File: src/design/tvs_pkg.sv
`default_nettype none
package tvs_pkg;

    // voice store geometry
    localparam int VOICE_COUNT = 3;
    localparam int VIDX_W      = 2;
    localparam int CYC_W       = 11;
    localparam logic [CYC_W-1:0] CYCLE_CAP = 11'd1024;

    localparam logic [22:0] LFSR_SEED = 23'h7FFFF8;

    // input operation codes
    localparam logic [1:0] OP_WRITE  = 2'd0;
    localparam logic [1:0] OP_RENDER = 2'd1;
    localparam logic [1:0] OP_CLEAR  = 2'd2;

    // chip register map
    localparam logic [4:0] REG_VOICE_END = 5'd21;
    localparam logic [4:0] REG_VOLUME    = 5'd24;

    // configuration register indexes
    localparam logic [1:0] CFG_CLOCK = 2'd0;
    localparam logic [1:0] CFG_RATE  = 2'd1;

    localparam logic [21:0] CLOCK_RESET = 22'd985248;
    localparam logic [17:0] RATE_RESET  = 18'd44100;

    // per-voice register slots
    localparam logic [2:0] SLOT_FREQ_LO = 3'd0;
    localparam logic [2:0] SLOT_FREQ_HI = 3'd1;
    localparam logic [2:0] SLOT_PW_LO   = 3'd2;
    localparam logic [2:0] SLOT_PW_HI   = 3'd3;
    localparam logic [2:0] SLOT_CTRL    = 3'd4;
    localparam logic [2:0] SLOT_AD      = 3'd5;

    // envelope phases
    localparam logic [1:0] PH_ATTACK  = 2'd0;
    localparam logic [1:0] PH_DECAY   = 2'd1;
    localparam logic [1:0] PH_RELEASE = 2'd2;

    typedef struct packed {
        logic [15:0] freq;
        logic [11:0] pw;
        logic [7:0]  ctrl;
        logic [7:0]  ad;
        logic [7:0]  sr;
        logic [23:0] acc;
        logic [22:0] lfsr;
        logic        gate;
        logic        b19;
        logic        msb;
        logic        hold;
        logic [1:0]  phase;
        logic [7:0]  env;
        logic [15:0] rate_cnt;
        logic [4:0]  exp_cnt;
    } voice_t;

    localparam voice_t VOICE_RESET = '{
        freq: 16'd0, pw: 12'd0, ctrl: 8'd0, ad: 8'd0, sr: 8'd0, acc: 24'd0,
        lfsr: LFSR_SEED, gate: 1'b0, b19: 1'b0, msb: 1'b0, hold: 1'b0,
        phase: PH_RELEASE, env: 8'd0, rate_cnt: 16'd0, exp_cnt: 5'd0
    };

    typedef enum logic [2:0] {
        VOP_NONE,
        VOP_READ,
        VOP_REG,
        VOP_OSC,
        VOP_ENV,
        VOP_CLEAR
    } voice_op_t;

    typedef struct packed {
        voice_op_t         op;
        logic [VIDX_W-1:0] idx;
        logic [2:0]        slot;
        logic [7:0]        data;
        logic              sync_rose;
        logic              src_msb;
    } voice_ctl_t;

    typedef struct packed {
        logic        rose;
        logic        msb;
        logic [11:0] wave;
        logic [7:0]  env;
    } voice_res_t;

    typedef enum logic [3:0] {
        S_IDLE,
        S_W_RD,
        S_W_EX,
        S_DIV_RATE,
        S_C_RD,
        S_C_EX,
        S_DRAIN,
        S_DIV_AVG,
        S_FIN
    } state_t;

    // envelope rate periods in chip cycles
    function automatic logic [15:0] env_period(input logic [3:0] r);
        logic [15:0] p;
        case (r)
            4'd0:    p = 16'd9;
            4'd1:    p = 16'd32;
            4'd2:    p = 16'd63;
            4'd3:    p = 16'd95;
            4'd4:    p = 16'd149;
            4'd5:    p = 16'd220;
            4'd6:    p = 16'd267;
            4'd7:    p = 16'd313;
            4'd8:    p = 16'd392;
            4'd9:    p = 16'd977;
            4'd10:   p = 16'd1954;
            4'd11:   p = 16'd3126;
            4'd12:   p = 16'd3907;
            4'd13:   p = 16'd11720;
            4'd14:   p = 16'd19532;
            default: p = 16'd31251;
        endcase
        return p;
    endfunction

    // piecewise exponential divider for decay and release
    function automatic logic [4:0] exp_period(input logic [7:0] lvl);
        logic [4:0] p;
        if (lvl > 8'h5D)      p = 5'd1;
        else if (lvl > 8'h36) p = 5'd2;
        else if (lvl > 8'h1A) p = 5'd4;
        else if (lvl > 8'h0E) p = 5'd8;
        else if (lvl > 8'h06) p = 5'd16;
        else if (lvl > 8'h00) p = 5'd30;
        else                  p = 5'd1;
        return p;
    endfunction

    function automatic logic [11:0] noise_bits(input logic [22:0] s);
        return {s[22], s[20], s[16], s[13], s[11], s[7], s[4], s[2], 4'b0000};
    endfunction

    // register address to voice number and slot
    function automatic logic [VIDX_W-1:0] voice_of(input logic [4:0] addr);
        logic [VIDX_W-1:0] v;
        if (addr < 5'd7)       v = 2'd0;
        else if (addr < 5'd14) v = 2'd1;
        else                   v = 2'd2;
        return v;
    endfunction

    function automatic logic [2:0] slot_of(input logic [4:0] addr);
        logic [4:0] s;
        if (addr < 5'd7)       s = addr;
        else if (addr < 5'd14) s = addr - 5'd7;
        else                   s = addr - 5'd14;
        return s[2:0];
    endfunction

endpackage
`default_nettype wire

File: src/design/tvs_div.sv
`default_nettype none
module tvs_div
    import tvs_pkg::*;
(
    input  logic        clk,
    input  logic        rst_n,
    input  logic        start,
    input  logic [31:0] dividend,
    input  logic [17:0] divisor,
    output logic        done,
    output logic [31:0] quotient,
    output logic [17:0] remainder
);

    logic [31:0] quo_reg;
    logic [17:0] rem_reg;
    logic [17:0] dsr_reg;
    logic [5:0]  cnt_reg;
    logic        done_reg;

    logic [18:0] trial;
    logic        fits;

    // one restoring step per cycle
    assign trial = {rem_reg, quo_reg[31]};
    assign fits  = trial >= {1'b0, dsr_reg};

    always_ff @(posedge clk or negedge rst_n)
    begin
        if (!rst_n)
        begin
            cnt_reg  <= 6'd0;
            done_reg <= 1'b0;
        end
        else
        begin
            done_reg <= 1'b0;
            if (start)
            begin
                cnt_reg <= 6'd32;
            end
            else if (cnt_reg != 6'd0)
            begin
                cnt_reg <= cnt_reg - 6'd1;
                if (cnt_reg == 6'd1)
                begin
                    done_reg <= 1'b1;
                end
            end
        end
    end

    always_ff @(posedge clk)
    begin
        if (start)
        begin
            quo_reg <= dividend;
            rem_reg <= 18'd0;
            dsr_reg <= divisor;
        end
        else if (cnt_reg != 6'd0)
        begin
            quo_reg <= {quo_reg[30:0], fits};
            rem_reg <= fits ? 18'(trial - {1'b0, dsr_reg}) : trial[17:0];
        end
    end

    assign done      = done_reg;
    assign quotient  = quo_reg;
    assign remainder = rem_reg;

endmodule
`default_nettype wire

File: src/design/tvs_voice.sv
`default_nettype none
module tvs_voice
    import tvs_pkg::*;
(
    input  logic       clk,
    input  logic       rst_n,
    input  voice_ctl_t ctl,
    output voice_res_t res
);

    voice_t mem [VOICE_COUNT];
    logic [VOICE_COUNT-1:0] valid_reg;
    voice_t cur_reg;
    voice_t nxt;
    logic   wr_en;

    logic [24:0] acc_sum;
    logic [3:0]  rsel;
    logic [15:0] rc_inc;
    logic [4:0]  exp_inc;
    logic [7:0]  env_up;
    logic [7:0]  env_dn;
    logic        fold;
    logic [23:0] ramp;
    logic        pulse_hi;
    logic [11:0] wv;

    assign wr_en = (ctl.op == VOP_REG) || (ctl.op == VOP_OSC) || (ctl.op == VOP_ENV);

    // voice store: registered read, write back at the same index
    always_ff @(posedge clk)
    begin
        if (ctl.op == VOP_READ)
        begin
            cur_reg <= valid_reg[ctl.idx] ? mem[ctl.idx] : VOICE_RESET;
        end
        if (wr_en)
        begin
            mem[ctl.idx] <= nxt;
        end
    end

    // unwritten entries read as the cleared voice
    always_ff @(posedge clk or negedge rst_n)
    begin
        if (!rst_n)
        begin
            valid_reg <= '0;
        end
        else if (ctl.op == VOP_CLEAR)
        begin
            valid_reg <= '0;
        end
        else if (wr_en)
        begin
            valid_reg[ctl.idx] <= 1'b1;
        end
    end

    // modify step
    always_comb
    begin
        nxt     = cur_reg;
        acc_sum = {1'b0, cur_reg.acc} + {9'd0, cur_reg.freq};
        rc_inc  = cur_reg.rate_cnt + 16'd1;
        exp_inc = cur_reg.exp_cnt + 5'd1;
        env_up  = (cur_reg.env == 8'hFF) ? 8'hFF : cur_reg.env + 8'd1;
        env_dn  = (cur_reg.env == 8'd0) ? 8'd0 : cur_reg.env - 8'd1;
        case (cur_reg.phase)
            PH_ATTACK: rsel = cur_reg.ad[7:4];
            PH_DECAY:  rsel = cur_reg.ad[3:0];
            default:   rsel = cur_reg.sr[3:0];
        endcase
        case (ctl.op)
            VOP_REG:
            begin
                case (ctl.slot)
                    SLOT_FREQ_LO: nxt.freq[7:0]  = ctl.data;
                    SLOT_FREQ_HI: nxt.freq[15:8] = ctl.data;
                    SLOT_PW_LO:   nxt.pw[7:0]    = ctl.data;
                    SLOT_PW_HI:   nxt.pw[11:8]   = ctl.data[3:0];
                    SLOT_CTRL:
                    begin
                        // gate edges start attack or release
                        if (ctl.data[0] && !cur_reg.gate)
                        begin
                            nxt.phase = PH_ATTACK;
                            nxt.hold  = 1'b0;
                        end
                        else if (!ctl.data[0] && cur_reg.gate)
                        begin
                            nxt.phase = PH_RELEASE;
                        end
                        nxt.gate = ctl.data[0];
                        nxt.ctrl = ctl.data;
                        if (ctl.data[3])
                        begin
                            nxt.acc  = 24'd0;
                            nxt.lfsr = LFSR_SEED;
                        end
                    end
                    SLOT_AD:      nxt.ad = ctl.data;
                    default:      nxt.sr = ctl.data;
                endcase
            end
            VOP_OSC:
            begin
                if (cur_reg.ctrl[3])
                begin
                    nxt.acc = 24'd0;
                    nxt.b19 = 1'b0;
                    nxt.msb = 1'b0;
                end
                else
                begin
                    nxt.acc = acc_sum[23:0];
                    nxt.b19 = acc_sum[19];
                    nxt.msb = acc_sum[23];
                    // noise clocks on a rising bit 19
                    if (acc_sum[19] && !cur_reg.b19)
                    begin
                        nxt.lfsr = {cur_reg.lfsr[21:0], cur_reg.lfsr[22] ^ cur_reg.lfsr[17]};
                    end
                end
            end
            VOP_ENV:
            begin
                // hard sync from the preceding voice
                if (ctl.sync_rose && cur_reg.ctrl[1])
                begin
                    nxt.acc = 24'd0;
                end
                if (rc_inc < env_period(rsel))
                begin
                    nxt.rate_cnt = rc_inc;
                end
                else
                begin
                    nxt.rate_cnt = 16'd0;
                    if (cur_reg.phase == PH_ATTACK)
                    begin
                        nxt.env = env_up;
                        if (env_up == 8'hFF)
                        begin
                            nxt.phase = PH_DECAY;
                        end
                    end
                    else if (exp_inc < exp_period(cur_reg.env))
                    begin
                        nxt.exp_cnt = exp_inc;
                    end
                    else
                    begin
                        nxt.exp_cnt = 5'd0;
                        if (!cur_reg.hold)
                        begin
                            if (cur_reg.phase == PH_DECAY)
                            begin
                                if (cur_reg.env > {cur_reg.sr[7:4], cur_reg.sr[7:4]})
                                begin
                                    nxt.env = env_dn;
                                end
                            end
                            else
                            begin
                                nxt.env = env_dn;
                                if (env_dn == 8'd0)
                                begin
                                    nxt.hold = 1'b1;
                                end
                            end
                        end
                    end
                end
            end
            default:
            begin
            end
        endcase
    end

    // waveform select; mid-scale code stands for a silent voice
    always_comb
    begin
        fold     = nxt.acc[23] ^ (nxt.ctrl[2] & ctl.src_msb);
        ramp     = fold ? ~nxt.acc : nxt.acc;
        pulse_hi = nxt.ctrl[3] || (nxt.acc[23:12] >= nxt.pw);
        wv       = 12'hFFF;
        if (nxt.ctrl[4])
        begin
            wv = wv & ramp[22:11];
        end
        if (nxt.ctrl[5])
        begin
            wv = wv & nxt.acc[23:12];
        end
        if (nxt.ctrl[6])
        begin
            wv = wv & {12{pulse_hi}};
        end
        if (nxt.ctrl[7])
        begin
            wv = wv & noise_bits(nxt.lfsr);
        end
        if ((nxt.ctrl[7:4] == 4'd0) || (nxt.env == 8'd0))
        begin
            wv = 12'h800;
        end
    end

    assign res.rose = !cur_reg.msb && nxt.msb;
    assign res.msb  = nxt.msb;
    assign res.wave = wv;
    assign res.env  = nxt.env;

endmodule
`default_nettype wire

File: src/design/three_voice_sound_synth.sv
// Render: a cycle-count divide, then per chip cycle two read/write passes over
// the voice store, a pipeline drain and an averaging divide; a zero rate or
// cycle count skips straight to the result. A register write reads and writes
// back one voice entry; clear and volume write act on acceptance. One word at a time.
// Asynchronous active-low reset; voice store entries read as cleared through
// per-entry valid bits, so no clearing pass is needed.
`default_nettype none
module three_voice_sound_synth
    import tvs_pkg::*;
#(
    parameter int MIX_SHIFT = 10
)
(
    input  logic               clk,
    input  logic               rst_n,
    input  logic               cfg_write_enable,
    input  logic [1:0]         cfg_index,
    input  logic [21:0]        cfg_data,
    input  logic               in_valid,
    output logic               in_ready,
    input  logic [1:0]         operation,
    input  logic [4:0]         register_address,
    input  logic [7:0]         write_data,
    output logic               out_valid,
    input  logic               out_ready,
    output logic signed [15:0] sample_out
);

    state_t state_reg, state_next;

    logic [21:0] clock_reg;
    logic [17:0] rate_reg;
    logic [17:0] frac_reg;
    logic [3:0]  volume_reg;

    logic [VIDX_W-1:0] cmd_idx_reg;
    logic [2:0]        cmd_slot_reg;
    logic [7:0]        cmd_data_reg;

    logic [VIDX_W-1:0]      vidx_reg;
    logic [VIDX_W-1:0]      src_idx;
    logic                   pass_reg;
    logic [CYC_W-1:0]       cyc_total_reg;
    logic [CYC_W-1:0]       cyc_left_reg;
    logic [VOICE_COUNT-1:0] rose_reg;
    logic [VOICE_COUNT-1:0] msb_reg;

    logic               term_valid_reg;
    logic [11:0]        wave_reg;
    logic [7:0]         env_reg;
    logic               prod_valid_reg;
    logic signed [20:0] prod_reg;
    logic signed [31:0] sum_reg;
    logic signed [31:0] mixed_reg;
    logic signed [31:0] shifted;

    logic               out_valid_reg;
    logic signed [15:0] sample_reg;

    logic        accept;
    logic        last_step;
    logic        pipe_empty;
    logic        out_free;
    logic [22:0] total;
    logic [31:0] sum_abs;
    logic [31:0] q_signed;
    logic [36:0] scaled;

    voice_ctl_t  vctl;
    voice_res_t  vres;
    logic        div_start;
    logic [31:0] div_dividend;
    logic [17:0] div_divisor;
    logic        div_done;
    logic [31:0] div_quotient;
    logic [17:0] div_remainder;

    tvs_voice u_voice (
        .clk   (clk),
        .rst_n (rst_n),
        .ctl   (vctl),
        .res   (vres)
    );

    tvs_div u_div (
        .clk       (clk),
        .rst_n     (rst_n),
        .start     (div_start),
        .dividend  (div_dividend),
        .divisor   (div_divisor),
        .done      (div_done),
        .quotient  (div_quotient),
        .remainder (div_remainder)
    );

    assign in_ready   = (state_reg == S_IDLE);
    assign accept     = in_valid && in_ready;
    assign last_step  = (vidx_reg == VIDX_W'(VOICE_COUNT - 1)) && pass_reg &&
                        (cyc_left_reg == CYC_W'(1));
    assign pipe_empty = !term_valid_reg && !prod_valid_reg;
    assign out_free   = !out_valid_reg || out_ready;
    assign src_idx    = (vidx_reg == 2'd0) ? VIDX_W'(VOICE_COUNT - 1) : vidx_reg - 2'd1;
    assign total      = {5'd0, frac_reg} + {1'b0, clock_reg};
    assign sum_abs    = sum_reg[31] ? 32'(-sum_reg) : 32'(sum_reg);
    assign q_signed   = sum_reg[31] ? 32'(-div_quotient) : div_quotient;
    assign scaled     = 37'($signed(q_signed) * $signed({1'b0, volume_reg}));
    assign shifted    = mixed_reg >>> MIX_SHIFT;

    // next state
    always_comb
    begin
        state_next = state_reg;
        unique case (state_reg)
            S_IDLE:
            begin
                if (accept)
                begin
                    if (operation == OP_WRITE && register_address < REG_VOICE_END)
                    begin
                        state_next = S_W_RD;
                    end
                    else if (operation == OP_RENDER)
                    begin
                        state_next = (rate_reg == 18'd0) ? S_FIN : S_DIV_RATE;
                    end
                end
            end
            S_W_RD:     state_next = S_W_EX;
            S_W_EX:     state_next = S_IDLE;
            S_DIV_RATE:
            begin
                if (div_done)
                begin
                    state_next = (div_quotient == 32'd0) ? S_FIN : S_C_RD;
                end
            end
            S_C_RD:     state_next = S_C_EX;
            S_C_EX:     state_next = last_step ? S_DRAIN : S_C_RD;
            S_DRAIN:
            begin
                if (pipe_empty)
                begin
                    state_next = S_DIV_AVG;
                end
            end
            S_DIV_AVG:
            begin
                if (div_done)
                begin
                    state_next = S_FIN;
                end
            end
            S_FIN:
            begin
                if (out_free)
                begin
                    state_next = S_IDLE;
                end
            end
            default:    state_next = S_IDLE;
        endcase
    end

    // outputs toward the voice store and divider
    always_comb
    begin
        vctl.op        = VOP_NONE;
        vctl.idx       = vidx_reg;
        vctl.slot      = cmd_slot_reg;
        vctl.data      = cmd_data_reg;
        vctl.sync_rose = rose_reg[src_idx];
        vctl.src_msb   = msb_reg[src_idx];
        div_start      = 1'b0;
        div_dividend   = {9'd0, total};
        div_divisor    = rate_reg;
        unique case (state_reg)
            S_IDLE:
            begin
                if (accept && operation == OP_CLEAR)
                begin
                    vctl.op = VOP_CLEAR;
                end
                div_start = accept && (operation == OP_RENDER) && (rate_reg != 18'd0);
            end
            S_W_RD:
            begin
                vctl.op  = VOP_READ;
                vctl.idx = cmd_idx_reg;
            end
            S_W_EX:
            begin
                vctl.op  = VOP_REG;
                vctl.idx = cmd_idx_reg;
            end
            S_C_RD:     vctl.op = VOP_READ;
            S_C_EX:     vctl.op = pass_reg ? VOP_ENV : VOP_OSC;
            S_DRAIN:
            begin
                div_start    = pipe_empty;
                div_dividend = sum_abs;
                div_divisor  = {7'd0, cyc_total_reg};
            end
            default:
            begin
            end
        endcase
    end

    // configuration registers
    always_ff @(posedge clk or negedge rst_n)
    begin
        if (!rst_n)
        begin
            clock_reg <= CLOCK_RESET;
            rate_reg  <= RATE_RESET;
        end
        else if (cfg_write_enable)
        begin
            if (cfg_index == CFG_CLOCK)
            begin
                clock_reg <= cfg_data;
            end
            else if (cfg_index == CFG_RATE)
            begin
                rate_reg <= cfg_data[17:0];
            end
        end
    end

    // control state and sequencing
    always_ff @(posedge clk or negedge rst_n)
    begin
        if (!rst_n)
        begin
            state_reg      <= S_IDLE;
            frac_reg       <= 18'd0;
            volume_reg     <= 4'd0;
            vidx_reg       <= '0;
            pass_reg       <= 1'b0;
            cyc_left_reg   <= '0;
            cyc_total_reg  <= '0;
            rose_reg       <= '0;
            msb_reg        <= '0;
            term_valid_reg <= 1'b0;
            prod_valid_reg <= 1'b0;
            out_valid_reg  <= 1'b0;
        end
        else
        begin
            state_reg      <= state_next;
            term_valid_reg <= (state_reg == S_C_EX) && pass_reg;
            prod_valid_reg <= term_valid_reg;
            // result word: a new one may replace the one just taken
            if (state_reg == S_FIN && out_free)
            begin
                out_valid_reg <= 1'b1;
            end
            else if (out_valid_reg && out_ready)
            begin
                out_valid_reg <= 1'b0;
            end
            case (state_reg)
                S_IDLE:
                begin
                    if (accept)
                    begin
                        if (operation == OP_WRITE && register_address == REG_VOLUME)
                        begin
                            volume_reg <= write_data[3:0];
                        end
                        else if (operation == OP_CLEAR)
                        begin
                            volume_reg <= 4'd0;
                            frac_reg   <= 18'd0;
                        end
                        else if (operation == OP_RENDER && rate_reg == 18'd0)
                        begin
                            frac_reg <= 18'd0;
                        end
                    end
                end
                S_DIV_RATE:
                begin
                    if (div_done)
                    begin
                        frac_reg <= div_remainder;
                        vidx_reg <= '0;
                        pass_reg <= 1'b0;
                        if (div_quotient > {21'd0, CYCLE_CAP})
                        begin
                            cyc_total_reg <= CYCLE_CAP;
                            cyc_left_reg  <= CYCLE_CAP;
                        end
                        else
                        begin
                            cyc_total_reg <= div_quotient[CYC_W-1:0];
                            cyc_left_reg  <= div_quotient[CYC_W-1:0];
                        end
                    end
                end
                S_C_EX:
                begin
                    if (!pass_reg)
                    begin
                        rose_reg[vidx_reg] <= vres.rose;
                        msb_reg[vidx_reg]  <= vres.msb;
                    end
                    if (vidx_reg == VIDX_W'(VOICE_COUNT - 1))
                    begin
                        vidx_reg <= '0;
                        pass_reg <= !pass_reg;
                        if (pass_reg)
                        begin
                            cyc_left_reg <= cyc_left_reg - CYC_W'(1);
                        end
                    end
                    else
                    begin
                        vidx_reg <= vidx_reg + 2'd1;
                    end
                end
                default:
                begin
                end
            endcase
        end
    end

    // payload: command capture, mix pipeline, result
    always_ff @(posedge clk)
    begin
        if (accept)
        begin
            cmd_idx_reg  <= voice_of(register_address);
            cmd_slot_reg <= slot_of(register_address);
            cmd_data_reg <= write_data;
        end
        if (state_reg == S_C_EX)
        begin
            wave_reg <= vres.wave;
            env_reg  <= vres.env;
        end
        prod_reg <= 21'(($signed({1'b0, wave_reg}) - 13'sd2048) * $signed({1'b0, env_reg}));
        if (state_reg == S_DIV_RATE)
        begin
            sum_reg <= 32'sd0;
        end
        else if (prod_valid_reg)
        begin
            sum_reg <= sum_reg + 32'(prod_reg);
        end
        if (state_reg == S_IDLE || state_reg == S_DIV_RATE)
        begin
            mixed_reg <= 32'sd0;
        end
        else if (state_reg == S_DIV_AVG && div_done)
        begin
            mixed_reg <= $signed(scaled[31:0]);
        end
        if (state_reg == S_FIN && out_free)
        begin
            sample_reg <= shifted[15:0];
        end
    end

    assign out_valid  = out_valid_reg;
    assign sample_out = sample_reg;

`ifndef SYNTHESIS
    // a running render always has chip cycles left
    assert property (@(posedge clk) disable iff (!rst_n)
        (state_reg == S_C_RD || state_reg == S_C_EX) |-> (cyc_left_reg != '0))
        else $error("chip cycle counter ran out during render");

    // voice index stays within the store
    assert property (@(posedge clk) disable iff (!rst_n)
        (state_reg == S_C_RD || state_reg == S_C_EX) |-> (vidx_reg != 2'd3))
        else $error("voice index out of range");

    // render with a nonzero rate starts the cycle-count divide
    assert property (@(posedge clk) disable iff (!rst_n)
        (accept && operation == OP_RENDER && rate_reg != 18'd0) |=>
            (state_reg == S_DIV_RATE))
        else $error("render did not start divide");

    // the drain hands off only with an empty multiply pipe
    assert property (@(posedge clk) disable iff (!rst_n)
        (state_reg == S_DIV_AVG && $past(state_reg) == S_DRAIN) |-> pipe_empty)
        else $error("averaging started before mix pipe drained");
`endif

endmodule
`default_nettype wire

File: config.mk
export PLATFORM = sky130hd
export DESIGN_NAME = three_voice_sound_synth
export DESIGN_NICKNAME = d
export VERILOG_FILES = /design/src/design/tvs_pkg.sv /design/src/design/tvs_div.sv /design/src/design/tvs_voice.sv /design/src/design/three_voice_sound_synth.sv
export SDC_FILE = /design/constraint.sdc
export NUM_CORES = 2
export LEC_CHECK = 0
export BUFFER_PORTS_ARGS = -buffer_cell sky130_fd_sc_hd__buf_4
export CAP_MARGIN = 25
export CORE_MARGIN = 2
export CORE_UTILIZATION = 66
export DETAILED_ROUTE_END_ITERATION = 16
export PLACE_DENSITY = 0.91
export SETUP_SLACK_MARGIN = 0.3
export SYNTH_ARGS = -nofsm -noshare
export SYNTH_HDL_FRONTEND = slang
export SYNTH_SLANG_ARGS = --single-unit
File: constraint.sdc
create_clock -name clk -period 31.1 [get_ports clk]
set_clock_uncertainty 0.15 [all_clocks]
set_input_delay 1.555 -clock clk [delete_from_list [all_inputs] [get_ports clk]]
set_output_delay 1.555 -clock clk [all_outputs]
set_load 0.1 [all_outputs]
==> key figures <==
Run status
  – Status: completed

Setup path
  – Worst endpoint required time: 31.36 ns
  – Register-to-Register Path Depth: 20
  – CP max FO: 36
  – Critical-path cell list: inv_2 -> or4_1 -> clkinv_2 -> nand2_1 -> a21oi_1 -> a211o_1 -> nand2_1 -> o21ai_0 -> inv_1 -> ha_1 -> nand2b_1 -> a21o_1 -> a21o_1 -> a21o_1 -> a211oi_1 -> o21ai_0 -> a21o_1 -> o311a_4 -> and2_4 -> o221a_2
  – Endpoint class of the critical path: flop
  – CP top delay family: compound AO/OA/AOI/OAI gates
  – Worst reg2reg setup slack: 23.93 ns
  – Critical path depth: 20
  – Reg2reg end: wave_reg[2]
  – Worst Setup Start Kind: flop
  – Crit path DAT: 7.43 ns
  – Slowest stage delay, CP: 0.77 ns
  – WP buf/inv: 3
  – Worst r2r src: state_reg[2]
  – CP dominant cell by count: a21o_1
  – Max stage delay cell, worst path: a211o_1
  – Crit Path Class: reg -> reg

STA
  – Final Hold Fails: 0
  – RSZ-0062 raised after global routing: no
  – Pins Over Slew Limit: 0
  – Setup TNS: 0 ns
  – Period Utilization, post-route: 0.231
  – Crit path time final: 7.17 ns
  – Slew @ Worst Pin: 1.14 ns
  – Peak Freq: 139 MHz
  – # setup viols final: 0
  – Relative slew slack: 0.233

GRT
  – Largest net degree at the start of global routing: 139
  – Initial antenna violation count: 3
  – Global route total overflow: 0
  – Global-route wire length before repair: 179000 um
  – Number of global-route vias before repair: 33800
  – Total Routing Usage GR: 0.307

Clocking
  – # resized after CTS: 0
  – Root buffer cell: clkbuf_16
  – Cts hold-fix bufs: 0
  – Clock Pin Slew Worst Setup and Hold Paths: 0.06 ns
  – CTS sink count: 828
  – Worst-Skew Late Latency: 0.67 ns
  – H-tree levels: 3
  – TritonCTS clock tree: yes
  – Num CTS Buffers: 85
  – Clock buffer depth: 3
  – Setup bufs post-CTS: 0

Layout
  – Nets: 4693
  – Most frequent cells in the layout: 631 x edfxtp_1, 434 x nand2_1, 332 x nor2_1
  – Share of layout cells above drive strength 1: 0.0898
  – Final core utilization: 0.729
  – Largest register FFs: 399
  – Synth-to-layout area growth: 9.15%
  – Commonest non-fill, non-tap cell in the layout: edfxtp_1

Min path
  – Min-Delay Path Class: reg -> reg
  – Worst hold start: term_valid_reg
  – Worst min-delay path endpoint: prod_valid_reg
  – Hold path depth: 0

Die
  – FP Rows: 97
  – Core region area: 0.0703 mm2
  – Die X: 271 um
  – Initial Utilization: 0.668
  – Die Height: 271 um
  – Top-Level Pins: 62
  – Die area: 0.0733 mm2

Routing
  – DRT iter0 DRCs: 3830
  – Initial DRT Pass Iterations: 6
  – Remaining DRCs: 0
  – Antenna-violating nets left: 0
  – Post-DR vias/cell: 6.45
  – Final wirelength: 114000 um
  – Via count of the routed design: 34100
  – WL per Instance: 21.5 um

Synth
  – Syn avg cell area: 11.0 um2
  – Post-synthesis async set-or-reset flop share: 0.133
  – Synthesized cell area: 0.0469 mm2
  – Post-Synthesis Cells: 4274
  – Synthesized net count: 4681
  – Post-synth cell types: 88
  – Number of synthesis warnings: 0
  – Count of state elements after synthesis: 828
  – Main synth FF type: edfxtp_1
  – Post-synth EDFFs: 631
  – Register area share after synthesis: 0.500

Placement
  – Buffers on Ports: 61
  – Post-DP HPWL: 72800 um
  – GP Congestion: 0.924

Job
  – Max cap viols: 0
-- cell families after synthesis --
| logic type | synth area share |
|---|---|
| DFF | 0.500 |
| AOI/OAI and AO/OA | 0.119 |
| xor gates and xnor gates | 0.0372 |
| and+or+nand+nor | 0.123 |
| muxes | 0.0631 |
| adders and majority gates | 0.117 |
| buffers and inverters | 0.0404 |
-- through the flow --
step | hold slack (ns) | instance area (um2) | setup WS [ns] | instances
6_report | 0.278 | 51200 | 23.93 | 5296
5_1_grt | 0.275 | 51200 | 23.66 | 5294
4_1_cts | 0.267 | 51100 | 24.18 | 5287
3_5_place_dp | 0.249 | 48300 | 24.43 | 5132
3_3_place_gp | 0.223 | 48300 | 24.50 | 5130
2_1_floorplan | 0.205 | 46900 | 18.50 | 4274
-- worst max-delay path by stage --
stage | slack, ns | end | startpoint
after floorplan | 18.50 | u_voice.mem[0][0] | state_reg[0]
after CTS | 24.18 | wave_reg[2] | state_reg[2]
after global routing | 23.66 | wave_reg[2] | state_reg[2]
final | 23.93 | wave_reg[2] | state_reg[2]
after detailed placement | 24.43 | wave_reg[2] | state_reg[2]
after global placement | 24.50 | wave_reg[0] | state_reg[2]
-- worst register-to-register path, stage by stage (launching register included) --
cell      delay, ns
dfrtp_1        0.64
inv_2          0.12
or4_1          0.75
clkinv_2       0.58
nand2_1        0.65
a21oi_1        0.43
a211o_1        0.78
nand2_1        0.15
o21ai_0        0.32
inv_1          0.11
ha_1           0.30
nand2b_1       0.15
a21o_1         0.19
a21o_1         0.19
a21o_1         0.19
a211oi_1       0.31
o21ai_0        0.19
a21o_1         0.24
o311a_4        0.19
and2_4         0.20
o221a_2        0.13
-- metal layers --
layer  wire (um)  GRT usage  up-vias  part of all wire
met5          25          0        -           0.00022
met4        5410      0.144        4             0.048
met3        9740     0.0514      409             0.086
met2       54900      0.509     1860              0.48
met1       43700      0.395    16600              0.38
li1            -          -    15300                 -
-- cell usage after synthesis, drive strengths merged (54+ instances only) --
master  instances  area share
nand2b         54      0.0072
and2           80       0.011
nor2          333       0.027
fa            125       0.053
xnor2         107       0.020
a211oi        134       0.022
clkbuf        161       0.013
edfxtp        631        0.40
mux2i         191       0.041
ha            238       0.063
o21ai         237       0.025
a21oi         196       0.021
nand2         434       0.035
dfrtp          97       0.052
inv           306       0.024
nor2b          94       0.013
xor2           90       0.017
mux2           93       0.022
dfxtp          87       0.037
-- layout make-up --
type	count	area, um2
antenna	2	5.00
clock buffer	111	2310
clock inverter	44	528
fill	4306	19000
inverter	310	1160
multi-input combinational	2950	21700
sequential	828	23500
tap	940	1180
timing repair buffer	111	903
Power is left out: the tool's default activity adds up to more than one toggle a clock period on the data nets, which glitch-free logic cannot reach.
